[config.mk]
export PLATFORM = sky130hd
export DESIGN_NAME = half_precision_format_converter
export DESIGN_NICKNAME = d
export VERILOG_FILES = /design/src/sv/hpfc_pkg.sv /design/src/sv/half_precision_format_converter.sv
export SDC_FILE = /design/constraint.sdc
export NUM_CORES = 1
export LEC_CHECK = 0
export BUFFER_PORTS_ARGS = -buffer_cell sky130_fd_sc_hd__clkbuf_2
export CORE_UTILIZATION = 55
export DETAILED_ROUTE_END_ITERATION = 6
export GPL_TIMING_DRIVEN = 1
export PLACE_DENSITY = 0.76
export SLEW_MARGIN = 20
export SYNTH_ARGS = -nofsm -noshare
export SYNTH_HDL_FRONTEND = slang
export SYNTH_SLANG_ARGS = --single-unit
[constraint.sdc]
create_clock -name clk -period 6.1 [get_ports clk]
set_input_delay 0.61 -clock clk [delete_from_list [all_inputs] [get_ports clk]]
set_output_delay 0.61 -clock clk [all_outputs]
set_load 0.05 [all_outputs]
[src/sv/hpfc_pkg.sv]
// ----------------------------------------------------------------------------
// hpfc_pkg
// mode codes and constants for the half precision format converter
// ----------------------------------------------------------------------------
package hpfc_pkg;

  typedef enum logic [2:0] {
    MODE_U32_TO_HALF = 3'd0,
    MODE_S32_TO_HALF = 3'd1,
    MODE_F32_TO_HALF = 3'd2,
    MODE_HALF_TO_U32 = 3'd3,
    MODE_HALF_TO_S32 = 3'd4,
    MODE_HALF_TO_F32 = 3'd5
  } mode_t;

  localparam logic [15:0] HALF_INF     = 16'h7c00;
  localparam logic [15:0] HALF_MAX     = 16'h7bff;
  localparam logic [31:0] INT_POS_LIM  = 32'd65519;
  localparam logic [31:0] INT_NEG_LIM  = 32'd65520;
  localparam logic [31:0] F_OVF_POS    = 32'h477fefff;
  localparam logic [31:0] F_OVF_NEG    = 32'h477ff000;
  localparam logic [31:0] F_NORM_MIN   = 32'h38800000;
  localparam logic [31:0] F_SUB_MIN    = 32'h33000000;
  localparam logic [31:0] F_BIAS_POS   = 32'hc8001000;
  localparam logic [31:0] F_BIAS_NEG   = 32'hc8000fff;
  localparam logic [31:0] F_EXP_ADJ    = 32'h38000000;

  // index of the top set bit, 0 for zero
  function automatic logic [4:0] msb_index(input logic [31:0] v);
    logic [4:0] p;
    p = 5'd0;
    for (int i = 1; i < 32; i++) begin
      if (v[i]) p = 5'(i);
    end
    return p;
  endfunction

endpackage

[src/sv/half_precision_format_converter.sv]
// ----------------------------------------------------------------------------
// half_precision_format_converter
// converts one 32-bit operand per request between binary16 and u32/s32/f32
// ----------------------------------------------------------------------------
// Usage:
//   input channel carries mode, operand and clamp_to_finite with in_valid and
//   in_stall; the output channel carries converted with out_valid and
//   out_stall. Every request gives exactly one result.
//   A request is captured into an input register, converted by one pass of
//   combinational logic and written into the result register; out_valid
//   rises as the result is written. One request is taken every cycle while
//   out_stall is low; the rate is set by the single conversion pass between
//   the two registers.
//   When the receiver stalls, the result register holds and the input
//   register fills; in_stall rises only when both are full and out_stall is
//   high, so the pipeline drains without loss.
//   Reset clears both valid flags; no result is pending after reset.
//   Modes 6 and 7 give converted = 0.
// ----------------------------------------------------------------------------
module half_precision_format_converter
  import hpfc_pkg::*;
(
  input  logic        clk,
  input  logic        rst,
  input  logic        in_valid,
  output logic        in_stall,
  input  logic [2:0]  mode,
  input  logic [31:0] operand,
  input  logic        clamp_to_finite,
  output logic        out_valid,
  input  logic        out_stall,
  output logic [31:0] converted
);

  logic        s_valid;
  logic [2:0]  s_mode;
  logic [31:0] s_op;
  logic        s_clamp;
  logic [31:0] res_next;
  logic        s_move;

  assign s_move   = s_valid && (!out_valid || !out_stall);
  assign in_stall = s_valid && !s_move;

  always_ff @(posedge clk) begin
    if (rst) begin
      s_valid   <= 1'b0;
      out_valid <= 1'b0;
    end else begin
      if (in_valid && !in_stall) s_valid <= 1'b1;
      else if (s_move)           s_valid <= 1'b0;
      if (s_move)                out_valid <= 1'b1;
      else if (!out_stall)       out_valid <= 1'b0;
    end
    if (in_valid && !in_stall) begin
      s_mode  <= mode;
      s_op    <= operand;
      s_clamp <= clamp_to_finite;
    end
    if (s_move) converted <= res_next;
  end

  // integer magnitude (1..65520) to half
  function automatic logic [15:0] int_to_half(input logic [16:0] mag, input logic tie_up);
    logic [4:0]  p;
    logic [5:0]  ex;
    logic [32:0] v;
    p  = msb_index({15'd0, mag});
    ex = 6'd15 + {1'b0, p};
    v  = ({16'd0, mag} << (5'd15 - p)) + (tie_up ? 33'h10 : 33'h0f);
    if (v > 33'hffff) begin
      ex = ex + 6'd1;
      v  = v >> 1;
    end
    return 16'(({10'd0, ex} << 10) + {6'd0, v[14:5]});
  endfunction

  function automatic logic [15:0] f32_to_half(input logic [31:0] b, input logic cl);
    logic        neg;
    logic [30:0] mag;
    logic [15:0] sgn;
    logic [31:0] r;
    logic [9:0]  pay;
    logic [7:0]  ex;
    logic [24:0] sig;
    logic [24:0] hf;
    logic [25:0] sum;
    neg = b[31];
    mag = b[30:0];
    sgn = {neg, 15'd0};
    pay = mag[22:13];
    ex  = mag[30:23];
    sig = {2'b01, mag[22:0]};
    hf  = 25'd1 << (8'd125 - ex);
    sum = {1'b0, sig} + {1'b0, (neg ? hf - 25'd1 : hf)};
    if (mag > 31'h7f800000) begin
      return sgn | HALF_INF | {6'd0, (pay == 10'd0) ? 10'h200 : pay};
    end else if ({1'b0, mag} > (neg ? F_OVF_NEG : F_OVF_POS)) begin
      return sgn | (cl ? HALF_MAX : HALF_INF);
    end else if ({1'b0, mag} >= F_NORM_MIN) begin
      r = {1'b0, mag} + (neg ? F_BIAS_NEG : F_BIAS_POS);
      return sgn | {1'b0, r[27:13]};
    end else if ({1'b0, mag} >= F_SUB_MIN) begin
      r = 32'(sum >> (8'd126 - ex));
      return sgn | {1'b0, r[14:0]};
    end
    return sgn;
  endfunction

  function automatic logic [31:0] half_to_int(input logic [15:0] h, input logic tie_up);
    logic [10:0] sig;
    logic [4:0]  sh;
    logic [27:0] v;
    sig = {1'b1, h[9:0]};
    sh  = h[14:10] - 5'd14;
    v   = ({17'd0, sig} << sh) + (tie_up ? 28'h400 : 28'h3ff);
    return {15'd0, v[27:11]};
  endfunction

  function automatic logic [31:0] half_to_f32(input logic [15:0] h);
    logic [31:0] o;
    logic [4:0]  p;
    o = {h[15], 31'd0};
    p = msb_index({22'd0, h[9:0]});
    if (h[14:10] == 5'h1f) return o + 32'h7f800000 + {9'd0, h[9:0], 13'd0};
    if (h[14:10] != 5'd0)  return o + F_EXP_ADJ + {4'd0, h[14:0], 13'd0};
    if (h[9:0] != 10'd0)
      return o + ({24'd0, 8'd103 + {3'd0, p}} << 23)
               + ({22'd0, h[9:0]} << (5'd23 - p) & 32'h007fffff);
    return o;
  endfunction

  logic [15:0] hh;
  logic [31:0] nmag;
  assign hh   = s_op[15:0];
  assign nmag = 32'd0 - s_op;

  always_comb begin
    res_next = 32'd0;
    case (s_mode)
      MODE_U32_TO_HALF: begin
        if (s_op == 32'd0)             res_next = 32'd0;
        else if (s_op > INT_POS_LIM)   res_next = {16'd0, s_clamp ? HALF_MAX : HALF_INF};
        else                           res_next = {16'd0, int_to_half(s_op[16:0], 1'b1)};
      end
      MODE_S32_TO_HALF: begin
        if (s_op == 32'd0) res_next = 32'd0;
        else if (s_op[31]) begin
          if (nmag > INT_NEG_LIM)
            res_next = {16'd0, 1'b1, (s_clamp ? HALF_MAX[14:0] : HALF_INF[14:0])};
          else
            res_next = {16'd0, 16'h8000 | int_to_half(nmag[16:0], 1'b0)};
        end else if (s_op > INT_POS_LIM)
          res_next = {16'd0, s_clamp ? HALF_MAX : HALF_INF};
        else
          res_next = {16'd0, int_to_half(s_op[16:0], 1'b1)};
      end
      MODE_F32_TO_HALF: res_next = {16'd0, f32_to_half(s_op, s_clamp)};
      MODE_HALF_TO_U32: begin
        if (hh < 16'h3800 || hh > HALF_INF) res_next = 32'd0;
        else if (hh == HALF_INF)           res_next = 32'hffffffff;
        else                               res_next = half_to_int(hh, 1'b1);
      end
      MODE_HALF_TO_S32: begin
        if (hh[15]) begin
          if (hh <= 16'hb800 || hh > 16'hfc00) res_next = 32'd0;
          else if (hh == 16'hfc00)            res_next = 32'h80000000;
          else                                res_next = 32'd0 - half_to_int(hh, 1'b0);
        end else begin
          if (hh < 16'h3800 || hh > HALF_INF) res_next = 32'd0;
          else if (hh == HALF_INF)           res_next = 32'h7fffffff;
          else                               res_next = half_to_int(hh, 1'b1);
        end
      end
      MODE_HALF_TO_F32: res_next = half_to_f32(hh);
      default:          res_next = 32'd0;
    endcase
  end

  // a stalled result holds its value
  assert property (@(posedge clk) disable iff (rst)
    out_valid && out_stall |=> out_valid && $stable(converted))
    else $error("stalled result changed");

  assert property (@(posedge clk) disable iff (rst)
    in_stall |-> s_valid && out_valid)
    else $error("input stalled without a full pipeline");

  assert property (@(posedge clk) disable iff (rst)
    s_valid && !out_stall |=> out_valid)
    else $error("staged request did not reach the output");

endmodule
==> impl_metrics.json <==
{
  "status": "finished, violations left",
  "violations": "DRC",
  "setup-violations-final": 0,
  "p_per_area_mw_per_mm2": 164,
  "avgSynthCellArea_um2": 7.19,
  "vias": 16926,
  "numPortBuffers": 73,
  "worst_setup_path_end_kind": "register",
  "ys_warn_count": 0,
  "syn-instance-count": 1923,
  "synth-compound-area-share": 0.326,
  "dp_hpwl_mm": 44.3,
  "rsz0062_at_grt": "yes",
  "synth_top_flop_cell": "edfxtp_1",
  "synth-xor-area-share": 0.0763,
  "finalHoldViolCount": 0,
  "synth-simple-area-share": 0.275,
  "synth_edf_count": 67,
  "cts_buffers": 9,
  "wirelength_mm": 57.2,
  "cpMaxStageDelayCell": "or4_1",
  "leakage_nw": 6.27,
  "areaGrowthSynthToFinish_pct": 18.3,
  "synth.area.mux_share": 0.0636,
  "clock-root-buffer": "clkbuf_16",
  "preCtsSetupSlack_ns": -0.180,
  "ant_nets": 0,
  "gp_congestion": 1.03,
  "post_dp_cell_area_mm2": 0.0157,
  "fin_area_mm2": 0.0164,
  "postLayoutCoreUtil": 0.669,
  "report.final.slew_viol_count": 0,
  "cts_tree": "built",
  "coreArea_mm2": 0.0245,
  "wl_per_cell_um": 23.6,
  "netlist_area_mm2": 0.0138,
  "fp.dieH_um": 161,
  "nets": 2192,
  "crit_type": "reg -> reg",
  "start_util": 0.566,
  "grt-ovfl-total": 0,
  "synth_fa_ha_area_frac": 0.0557,
  "layout_setup_ws_ns": 0.168,
  "antenna_found_initial": 0,
  "ctsHoldBuffers": 0,
  "ys_ff_latch": 69,
  "clock_skew_ns": 0.0105,
  "antenna_cells": 0,
  "synth_top_area_frac": 0.145,
  "path_clk_slew_ns": 0.07,
  "crit_required_ns": 6.32,
  "die_w_um": 161,
  "cp_max_fo": 7,
  "drtIter0Drc": 2370,
  "yosysTopAreaCell": "edfxtp_1",
  "synth_area_leaders": "edfxtp_1, ha_1, nor2_1",
  "htree_num_levels": 3,
  "path_buf_inv": 2,
  "fin_crit_sh": 0.972,
  "vdd_drop_max_v": 0.000174,
  "syn_nets": 2024,
  "grt_max_degree": 40,
  "whs_ns": 0.418,
  "cp.arrival_ns": 6.15,
  "synth_async_sr_flop_share": 0,
  "grtUsageTotal": 0.432,
  "num_rows": 57,
  "clock_latency_ns": 0.36,
  "tns_ns": 0,
  "slew_headroom": 0.328,
  "drc_errors": 52,
  "seq_area_frac_synth": 0.148,
  "max_freq_mhz": 169,
  "cap_violations": 0,
  "vias_per_cell": 6.99,
  "worst_path_largest_cell_delay_ns": 0.58,
  "critPathTopFamily": "simple AND/OR/NAND/NOR gates",
  "synthTopCellsByCount": "nor2_1, nand2_1, o21ai_0",
  "synth_top_family_by_area": "compound AO/OA/AOI/OAI gates",
  "startpoint_type": "register",
  "fillers": 2169,
  "worst_pin_slew_ns": 1.01,
  "worstHoldPathType": "in -> reg",
  "yosysUniqueCellTypes": 104,
  "first_pass_iters": 7,
  "cts_buffer_depth": 2,
  "layout-drive-gt1-share": 0.212,
  "min_period_ns": 5.93,
  "grt_pass1_wl_mm": 87.4,
  "io-pin-count": 74,
  "cts_num_sinks": 69,
  "die-area_mm2": 0.0258,
  "first_global_vias": 15436,
  "yosysMostFrequentCell": "nor2_1"
}
## worst reg2reg max path, stage by stage, from the launching register on
cell and delay [ns]:
edfxtp_1 0.49, buf_4 0.19, nand3_1 0.09, mux2_2 0.35, o22a_1 0.27, or3_4 0.41, ha_2 0.19, nand2_2 0.13
nor2_1 0.06, a31oi_1 0.16, o21ai_0 0.11, ha_1 0.21, or4_1 0.58, o21ai_1 0.15, buf_4 0.15, a21oi_4 0.06
o21ai_2 0.23, a21oi_4 0.09, o21a_1 0.21, o31ai_1 0.21, o21ai_1 0.14, mux4_2 0.52, nor2_4 0.12, nor3_1 0.06
or4_1 0.53, nand3_1 0.10
## cells by family (layout without fill, tap and decap cells)
kind of cell / Yosys count / count (layout)
AOI/OAI and AO/OA: 657 / 657
xor gates and xnor gates: 118 / 118
adders and majority gates: 61 / 61
buffers and inverters: 186 / 359
DFF: 69 / 69
muxes: 67 / 67
and+or+nand+nor: 765 / 765
## layer usage
metal / up-vias / part of all wire / GRT usage
met3: 246 / 0.12 / 0.109
met2: 1143 / 0.43 / 0.654
li1: 7718 / - / -
met5: - / 0 / 0
met1: 7819 / 0.39 / 0.555
met4: 0 / 0.067 / 0.256
## metrics by stage
stage	total power, W	std cells
after floorplan	0.00156	1923
after global placement	0.00199	2391
after global routing	0.00281	2420
after detailed placement	0.00201	2391
final	0.00268	2420
after CTS	0.00258	2408
## repair_timing
item,CTS,global route
hold endpoints to repair,0,0
buffers inserted,1,11
gates resized for setup,6,63
pin swaps,2,18
endpoints found under the setup margin,11,28
## path summary, 6_finish.rpt
kind / from / end / slack [ns] / cells past startpoint
hold reg to reg: s_valid$_SDFFE_PP0P_ / out_valid$_SDFFE_PP0P_ / 0.50 / 2
setup / recovery: s_op[25]$_DFFE_PP_ / converted[8]$_DFFE_PP_ / 0.17 / 25
hold / removal: operand[11] / s_op[11]$_DFFE_PP_ / 0.42 / 1
setup reg to reg: s_op[25]$_DFFE_PP_ / converted[8]$_DFFE_PP_ / 0.17 / 25
## cell type report
type                    instances  area (um^2)  area share
clock buffers                   9          225      0.0138
inverters                      51          191      0.0117
multi-input cells            1668        11300       0.693
flip-flops and latches         69         2050       0.125
well taps                     324          405      0.0248
repair buffers                292         2060       0.126
clock inverters                 7         80.1     0.00489
## cell usage in the layout (no fill, tap or decap), types with 12 or more instances in the layout
cell type  synthesis  final
clkbuf_2           0     73
mux2i_1           35     34
edfxtp_1          67     67
mux2_2            17     17
nand3_1           79     79
ha_1              60     53
or2_2             14     13
mux4_2            15     15
xor2_1            44     43
a21oi_1          130    123
o31ai_1           17     16
nor3_1            79     78
nand4_1           30     30
buf_4              3    214
or4_1             16     16
o21a_1            20     20
nand2b_1          27     26
nor2_1           193    190
a211oi_1          41     40
o22ai_1           17     16
o221ai_1          14     14
nor2b_1           14     12
and2_1            14     13
nor4_1            22     21
nand2_1          188    186
o21ai_1            6     12
a311oi_1          14     14
inv_1             42     42
xnor2_1           71     69
or3_1             23     20
a31oi_1           35     34
o211ai_1          43     43
o21ai_0          139    129
a21o_1            25     25
and3_1            18     17
## sequential cells by signal, indices dropped and copies added (netlist names)
name / flops
s_clamp: 1
s_op: 32
converted: 31
s_valid: 1
out_valid: 1
s_mode: 3
## where the power goes
group | total, W | leakage, nW | internal (W) | switching (W)
Sequential | 0.000593 | 0.657 | 0.000554 | 0.0000388
Clock | 0.000566 | 0.143 | 0.000322 | 0.000244
Combinational | 0.00152 | 5.47 | 0.000579 | 0.000943
Power figures use the tool's default switching activity.
